## config.mk

```make
export PLATFORM = sky130hd
export DESIGN_NAME = motor_drive_stall_guard
export DESIGN_NICKNAME = d
export VERILOG_FILES = /design/src/rtl/mdsg_pkg.sv /design/src/rtl/mdsg_step.sv /design/src/rtl/motor_drive_stall_guard.sv
export SDC_FILE = /design/constraint.sdc
export NUM_CORES = 1
export LEC_CHECK = 0
export CORE_MARGIN = 3
export CORE_UTILIZATION = 59
export DETAILED_ROUTE_END_ITERATION = 6
export DONT_BUFFER_PORTS = 1
export PLACE_DENSITY = 0.78
export SYNTH_ARGS = -nofsm -noshare
export SYNTH_HDL_FRONTEND = slang
export SYNTH_HIERARCHICAL = 1
export SYNTH_SLANG_ARGS = --single-unit
```

## constraint.sdc

```tcl
create_clock -name aclk -period 7.6 [get_ports aclk]
set_input_delay 1.14 -clock aclk [delete_from_list [all_inputs] [get_ports aclk]]
set_output_delay 1.14 -clock aclk [all_outputs]
set_load 0.03 [all_outputs]
```

## src/rtl/mdsg_pkg.sv

```systemverilog
// ============================================================================
// mdsg_pkg
// Shared types and constants for the motor drive stall guard.
// ============================================================================
package mdsg_pkg;

    // Command codes carried by the cmd field.
    typedef enum logic [1:0] {
        CMD_TICK   = 2'd0,
        CMD_MODE   = 2'd1,
        CMD_TARGET = 2'd2,
        CMD_DRIVE  = 2'd3
    } cmd_t;

    // Drive modes.
    typedef enum logic [2:0] {
        MODE_HOLD  = 3'd0,
        MODE_UP    = 3'd1,
        MODE_POS   = 3'd2,
        MODE_DOWN  = 3'd3,
        MODE_VSTOP = 3'd4
    } mode_t;

    // Configuration register indexes.
    typedef enum logic {
        CFG_HOLD_VALUE    = 1'b0,
        CFG_CURRENT_LIMIT = 1'b1
    } cfg_idx_t;

    localparam int CfgDataWidth = 12;

    localparam logic [4:0]         HoldValueReset    = 5'd0;
    localparam logic [11:0]        CurrentLimitReset = 12'd2300;
    localparam logic [7:0]         StallSteps        = 8'd30;
    localparam logic [7:0]         StallCountMax     = 8'd255;
    localparam logic signed [7:0]  DriveMax          = 8'sd127;
    localparam logic signed [7:0]  DriveMin          = -8'sd127;

    // Hold direction, two bits two's complement.
    localparam logic signed [1:0]  DirNone = 2'sb00;
    localparam logic signed [1:0]  DirUp   = 2'sb01;
    localparam logic signed [1:0]  DirDown = 2'sb11;

    typedef struct packed {
        logic [1:0]         cmd;
        logic               button_up;
        logic               button_down;
        logic signed [31:0] value;
        logic [11:0]        current_ma;
        logic signed [31:0] position;
    } in_item_t;

    typedef struct packed {
        logic signed [7:0] drive;
        logic              velocity_stop;
        logic              safe_mode;
    } out_item_t;

    typedef struct packed {
        logic [7:0]         stall_count;
        logic               safe_flag;
        logic signed [1:0]  hold_direction;
        mode_t              mode_code;
        logic signed [31:0] target_position;
    } guard_state_t;

    typedef struct packed {
        logic [4:0]  hold_value;
        logic [11:0] current_limit;
    } guard_cfg_t;

endpackage

```

## src/rtl/mdsg_step.sv

```systemverilog
// ============================================================================
// mdsg_step
// Combinational step: computes the result and next state for one command.
// ============================================================================
module mdsg_step
    import mdsg_pkg::*;
(
    input  in_item_t     item,
    input  guard_state_t state,
    input  guard_cfg_t   cfg,
    output logic         has_result,
    output out_item_t    result,
    output guard_state_t state_next
);

    function automatic logic signed [7:0] clamp_drive(input logic signed [32:0] v);
        logic signed [7:0] r;
        if (v > 33'sd127) begin
            r = DriveMax;
        end else if (v < -33'sd127) begin
            r = DriveMin;
        end else begin
            r = v[7:0];
        end
        return r;
    endfunction

    logic signed [7:0]  hold_drive;
    logic signed [32:0] pos_diff;
    logic signed [7:0]  request;
    logic               use_drive;
    logic [7:0]         magnitude;
    logic               stalled;
    logic [7:0]         count_inc;
    logic               safe_new;
    guard_state_t       state_base;

    always_comb begin
        if (state.hold_direction == DirUp) begin
            hold_drive = {3'b000, cfg.hold_value};
        end else if (state.hold_direction == DirDown) begin
            hold_drive = -$signed({3'b000, cfg.hold_value});
        end else begin
            hold_drive = 8'sd0;
        end
    end

    assign pos_diff = {state.target_position[31], state.target_position}
                    - {item.position[31], item.position};

    always_comb begin
        state_base = state;
        has_result = 1'b0;
        use_drive  = 1'b0;
        request    = 8'sd0;

        unique case (cmd_t'(item.cmd))
            CMD_MODE: begin
                if (item.value == 32'sd1) begin
                    state_base.mode_code = MODE_UP;
                end else if (item.value == -32'sd1) begin
                    state_base.mode_code = MODE_DOWN;
                end else if (item.value == 32'sd0) begin
                    state_base.mode_code = MODE_HOLD;
                end else if (item.value == 32'sd2) begin
                    state_base.mode_code = MODE_POS;
                end else begin
                    state_base.mode_code = MODE_VSTOP;
                end
            end
            CMD_TARGET: begin
                state_base.mode_code       = MODE_POS;
                state_base.target_position = item.value;
            end
            CMD_DRIVE: begin
                has_result = 1'b1;
                use_drive  = 1'b1;
                request    = clamp_drive({item.value[31], item.value});
            end
            CMD_TICK: begin
                has_result = 1'b1;
                use_drive  = 1'b1;
                priority if (item.button_up) begin
                    request                   = DriveMax;
                    state_base.mode_code      = MODE_HOLD;
                    state_base.hold_direction = DirUp;
                end else if (item.button_down) begin
                    request                   = DriveMin;
                    state_base.mode_code      = MODE_HOLD;
                    state_base.hold_direction = DirDown;
                end else begin
                    unique case (state.mode_code)
                        MODE_UP: begin
                            request                   = DriveMax;
                            state_base.hold_direction = DirUp;
                        end
                        MODE_DOWN: begin
                            request                   = DriveMin;
                            state_base.hold_direction = DirDown;
                        end
                        MODE_HOLD: request = hold_drive;
                        MODE_POS:  request = clamp_drive(pos_diff);
                        // Velocity stop and unreachable codes skip the stall check.
                        default:   use_drive = 1'b0;
                    endcase
                end
            end
        endcase
    end

    // Stall check on the clamped request.
    assign magnitude = request[7] ? 8'(-request) : 8'(request);
    assign stalled   = (item.current_ma >= cfg.current_limit)
                     && (magnitude > {2'b00, cfg.hold_value, 1'b0});
    assign count_inc = (state.stall_count == StallCountMax) ? StallCountMax
                     : state.stall_count + 8'd1;
    assign safe_new  = state.safe_flag || (count_inc > StallSteps);

    always_comb begin
        result.drive         = 8'sd0;
        result.velocity_stop = 1'b0;
        result.safe_mode     = state.safe_flag;
        if (use_drive) begin
            if (stalled) begin
                result.safe_mode = safe_new;
                // The forced drive uses the direction held before this step.
                result.drive     = safe_new ? hold_drive : request;
            end else begin
                result.safe_mode = 1'b0;
                result.drive     = request;
            end
        end else begin
            result.velocity_stop = 1'b1;
        end
    end

    // The stall state only moves when a drive value is applied.
    logic [7:0] count_sel;
    logic       safe_sel;
    assign count_sel = stalled ? count_inc : 8'd0;
    assign safe_sel  = stalled ? safe_new : 1'b0;

    always_comb begin
        state_next = state_base;
        if (use_drive) begin
            state_next.stall_count = count_sel;
            state_next.safe_flag   = safe_sel;
        end
    end

endmodule

```

## src/rtl/motor_drive_stall_guard.sv

```systemverilog
// ============================================================================
// motor_drive_stall_guard
// Open-loop motor drive with stall protection and hold modes.
// ============================================================================
// Commands enter on the s_ channel (valid/ready). A control tick or a direct
// drive request produces one transaction on the m_ channel; a mode write or a
// target write updates the drive state and produces none.
// Configuration registers (hold value, current limit) are written through
// cfg_we/cfg_addr/cfg_wdata, one write per cycle. The user must write them
// only while the block is idle; the block itself does not enforce this.
// A command is captured in the input register; the drive and stall check
// are then computed from it, the result is written to the output register,
// where it appears on m_data, and the state update to the state register.
// Throughput is one command per cycle while the receiver keeps up; the state
// update is completed in the same step that processes a command, so
// consecutive commands never wait on each other's state.
// When the receiver stalls, the result holds in the output register and the
// input register keeps one more command; s_ready drops only when both are
// full. Reset clears the stall counter, safe flag, hold direction, target
// position and mode (hold), and sets the configuration to its defaults.
// ============================================================================
module motor_drive_stall_guard
    import mdsg_pkg::*;
(
    input  logic                    aclk,
    input  logic                    aresetn,

    input  logic                    s_valid,
    output logic                    s_ready,
    input  in_item_t                s_data,

    output logic                    m_valid,
    input  logic                    m_ready,
    output out_item_t               m_data,

    input  logic                    cfg_we,
    input  logic                    cfg_addr,
    input  logic [CfgDataWidth-1:0] cfg_wdata
);

    logic         in_vld_reg, in_vld_next;
    in_item_t     in_item_reg;
    logic         m_vld_reg, m_vld_next;
    out_item_t    m_data_reg;
    guard_state_t state_reg;
    guard_state_t state_next;
    guard_cfg_t   cfg_reg;

    logic         has_result;
    out_item_t    result;
    logic         out_free;
    logic         advance;

    mdsg_step u_step (
        .item       (in_item_reg),
        .state      (state_reg),
        .cfg        (cfg_reg),
        .has_result (has_result),
        .result     (result),
        .state_next (state_next)
    );

    assign out_free = !m_vld_reg || m_ready;
    assign advance  = in_vld_reg && (!has_result || out_free);
    assign s_ready  = !in_vld_reg || advance;

    always_comb begin
        in_vld_next = in_vld_reg;
        if (s_valid && s_ready) begin
            in_vld_next = 1'b1;
        end else if (advance) begin
            in_vld_next = 1'b0;
        end
        m_vld_next = m_vld_reg;
        if (advance && has_result) begin
            m_vld_next = 1'b1;
        end else if (m_ready) begin
            m_vld_next = 1'b0;
        end
    end

    always_ff @(posedge aclk) begin
        if (!aresetn) begin
            in_vld_reg                <= 1'b0;
            m_vld_reg                 <= 1'b0;
            state_reg.stall_count     <= 8'd0;
            state_reg.safe_flag       <= 1'b0;
            state_reg.hold_direction  <= DirNone;
            state_reg.mode_code       <= MODE_HOLD;
            state_reg.target_position <= 32'sd0;
            cfg_reg.hold_value        <= HoldValueReset;
            cfg_reg.current_limit     <= CurrentLimitReset;
        end else begin
            in_vld_reg <= in_vld_next;
            m_vld_reg  <= m_vld_next;
            if (advance) begin
                state_reg <= state_next;
            end
            if (cfg_we) begin
                unique case (cfg_idx_t'(cfg_addr))
                    CFG_HOLD_VALUE:    cfg_reg.hold_value    <= cfg_wdata[4:0];
                    CFG_CURRENT_LIMIT: cfg_reg.current_limit <= cfg_wdata;
                endcase
            end
        end
    end

    // Payload registers carry no reset.
    always_ff @(posedge aclk) begin
        if (s_valid && s_ready) begin
            in_item_reg <= s_data;
        end
        if (advance && has_result) begin
            m_data_reg <= result;
        end
    end

    assign m_valid = m_vld_reg;
    assign m_data  = m_data_reg;

    // Safe mode can only be on after more than the allowed stalled steps.
    a_safe_needs_count: assert property (@(posedge aclk) disable iff (!aresetn)
        state_reg.safe_flag |-> (state_reg.stall_count > StallSteps))
        else $error("safe flag set with a short stall count");

    // The hold direction is only ever -1, 0 or +1.
    a_dir_legal: assert property (@(posedge aclk) disable iff (!aresetn)
        state_reg.hold_direction != 2'sb10)
        else $error("illegal hold direction");

    // A velocity stop result always carries a zero drive.
    a_vstop_zero: assert property (@(posedge aclk) disable iff (!aresetn)
        (m_valid && m_data.velocity_stop) |-> (m_data.drive == 8'sd0))
        else $error("velocity stop with nonzero drive");

    // The drive never leaves the symmetric range.
    a_drive_range: assert property (@(posedge aclk) disable iff (!aresetn)
        m_valid |-> (m_data.drive != 8'sh80))
        else $error("drive out of range");

    // A full input register that cannot move is what blocks the input.
    a_ready_cause: assert property (@(posedge aclk) disable iff (!aresetn)
        !s_ready |-> (in_vld_reg && has_result && m_vld_reg && !m_ready))
        else $error("input blocked without a stalled result");

endmodule

```

==> flow_summary.yaml <==
status:
  status: "completed"
power:
  power_per_cell_area_nw_per_um2: 191
  ir_drop_uv: 167
  power.leakage_nw: 4.25
  p_total_mw: 2.07
synthesis:
  synth_top_area_cell: "edfxtp_1"
  synthTopCellsByCount: "nand2_1 (198), edfxtp_1 (90), inv_1 (68)"
  synthCells: 1115
  synth_seq_cells: 155
  synth_fp_nets: 1270
  yosysSeqAreaShare: 0.390
  synthArstFlopShare: 0
  yosysMostFrequentCell: "nand2_1"
  yosysWarnings: 6
  synth.avg_cell_area_um2: 9.22
  synth.top_cells.by_area: "edfxtp_1 (26%), dfxtp_1 (13%), nand2_1 (7.2%)"
  synth-edff-count: 90
  synth.top_cell.area_share: 0.263
  synth_ff_type: "edfxtp_1"
  syn_area_um2: 10300
  synthDistinctLibCells: 97
clock_tree:
  cts_setup_buffers: 0
  clk_path_buf_depth: 2
  clk_latency_ns: 0.44
  root_buffer: "clkbuf_16"
  clkTransAtPathRegs_ns: 0.07
  cts_buffers: 17
  cts_tree: "yes"
  h-tree-depth: 4
  postCtsResizedCells: 0
  cts_sinks: 155
  ctsHoldBuffers: 0
drt:
  drc: 0
  dr.first_iter.drc_count: 797
  wirelength_mm: 23.7
  drtPass1Iterations: 6
  drtAntennaViolNets: 0
  vias_per_cell: 6.25
  vias: 8256
  wl_per_cell_um: 17.9
sta:
  setup_tns_ns: 0
  relSlewSlack: 0.304
  period_share: 0.909
  max_freq_mhz: 145
  finalSetupViolCount: 0
  rsz0062_at_grt: "no"
  clock_skew_ns: 0.0112
  hold_viol_final: 0
  slew_violations: 0
  tightest_slew_ns: 1.04
  period_needed_ns: 6.91
critical_path:
  rr_startpoint: "in_item_reg[10]$_DFFE_PP_"
  cp_slowest_stage_delay_ns: 0.51
  worstSetupPathType: "flop to flop"
  reg2reg_slack_ns: 0.69
  startpoint_type: "flop"
  required_ns: 7.89
  cp.arrival_ns: 7.20
  reg2reg_depth: 31
  reg2reg_to: "state_reg[37]$_SDFFE_PN0P_"
  worstSetupEndpointType: "flop"
  critPathMaxFanout: 11
  crit_slowest_cell: "a2111oi_4"
worst_hold_path:
  hold_depth: 2
  hold_class: "flop to flop"
  min_to: "cfg_reg[9]$_SDFFE_PN0P_"
  worst_hold_startpoint: "cfg_reg[9]$_SDFFE_PN0P_"
die:
  die_h_um: 138
  rows: 47
  die-area_um2: 19000
  ios: 110
  coreArea_um2: 16800
  start_util: 0.611
  die_w_um: 138
global_routing:
  grt_pass1_vias: 7648
  grt-ovfl-total: 0
  grtUsageTotal: 0.251
  antenna_found_initial: 0
  grt_pass1_wl_mm: 37.8
  grt_max_degree: 112
final_layout:
  fill_cells: 1438
  largest_reg_flops: 80
  layout.nets: 1244
  fin_cells: 1322
  fin_util: 0.645
  layout-drive-gt1-share: 0.0998
  syn2layout_area_growth_pct: 5.63
  antenna_cells: 0
job:
  drv_cap: 0
placement:
  dp.cells: 1290
  hpwl_mm: 17.0
  port_buffers: 0
  gp_congestion: 0.998
how the worst max path moves through the flow:
stage | from | to | slack (ns) | cells after the start
floorplan | in_item_reg[0]$_DFFE_PP_ | state_reg[37]$_SDFFE_PN0P_ | 1.66 | 33
global placement | in_item_reg[4]$_DFFE_PP_ | m_data[0]$_DFFE_PP_ | 1.11 | 28
detailed placement | in_item_reg[4]$_DFFE_PP_ | state_reg[37]$_SDFFE_PN0P_ | 0.90 | 30
CTS | in_item_reg[4]$_DFFE_PP_ | state_reg[37]$_SDFFE_PN0P_ | 0.89 | 30
global route | in_item_reg[16]$_DFFE_PP_ | state_reg[37]$_SDFFE_PN0P_ | 0.12 | 31
finish | in_item_reg[10]$_DFFE_PP_ | state_reg[37]$_SDFFE_PN0P_ | 0.69 | 31
worst max-delay path: cells and delay by family (launching register included):
family                   cells  cell delay, ns
AND/OR/NAND/NOR              9            1.54
XOR/XNOR                     1            0.26
adder cells (fa/ha/maj)      3            1.01
buffers and inverters        1            0.04
AO/OA/AOI/OAI               15            3.18
multiplexers                 2            0.43
flip-flops                   1            0.32
through the flow:
stage	worst slack, ns	area [um^2]	hold slack, ns
floorplan	1.66	10300	0.434
finish	0.689	10900	0.453
detailed placement	0.899	10300	0.450
CTS	0.886	10900	0.459
global placement	1.11	10300	0.445
global route	0.124	10900	0.487
cells in the final DEF (no fill, tap or decap), types with 17 or more instances in the layout:
cell | synthesis | routed
mux2_2 | 30 | 30
edfxtp_1 | 90 | 90
nor2_1 | 54 | 54
nor3_1 | 17 | 17
ha_1 | 56 | 56
nand4_1 | 18 | 18
nor2b_1 | 17 | 17
a21o_1 | 18 | 18
clkbuf_16 | 0 | 17
o21ai_0 | 43 | 43
a21oi_1 | 56 | 56
nand3_1 | 35 | 35
nand2_1 | 198 | 198
dfxtp_1 | 65 | 65
mux2i_1 | 61 | 61
inv_1 | 68 | 68
logic make-up (layout without fill, tap and decap cells):
kind of cell,count (synthesis),after routing,share of synthesized area
AOI/OAI and AO/OA,255,255,0.177
xor gates and xnor gates,20,20,0.0170
adders and majority gates,57,57,0.0701
buffers and inverters,117,104,0.0558
DFF,155,155,0.390
muxes,93,93,0.0951
and+or+nand+nor,418,418,0.196
area by class of cell:
cell class | count | area [um^2] | share of cell area
sequential | 155 | 4000 | 0.369
timing repair buffer | 3 | 22.5 | 0.00207
multi-input combinational | 843 | 5710 | 0.526
clock inverter | 14 | 155 | 0.0143
clock buffer | 18 | 429 | 0.0395
inverter | 69 | 259 | 0.0239
tap | 220 | 275 | 0.0254
power breakdown:
| part | leakage [nW] | internal [mW] | switching [mW] |
|---|---|---|---|
| clock network | 0.282 | 0.465 | 0.371 |
| registers | 1.41 | 0.929 | 0.0280 |
| logic | 2.55 | 0.111 | 0.170 |
metal layers:
layer  up-vias  global-route usage  share of wire
met1      3930               0.339           0.46
li1       4014                   -              -
met5         -                   0              0
met2       275               0.409           0.47
met3        37              0.0464          0.047
met4         0              0.0829          0.019
(Power assumes the default switching activity.)
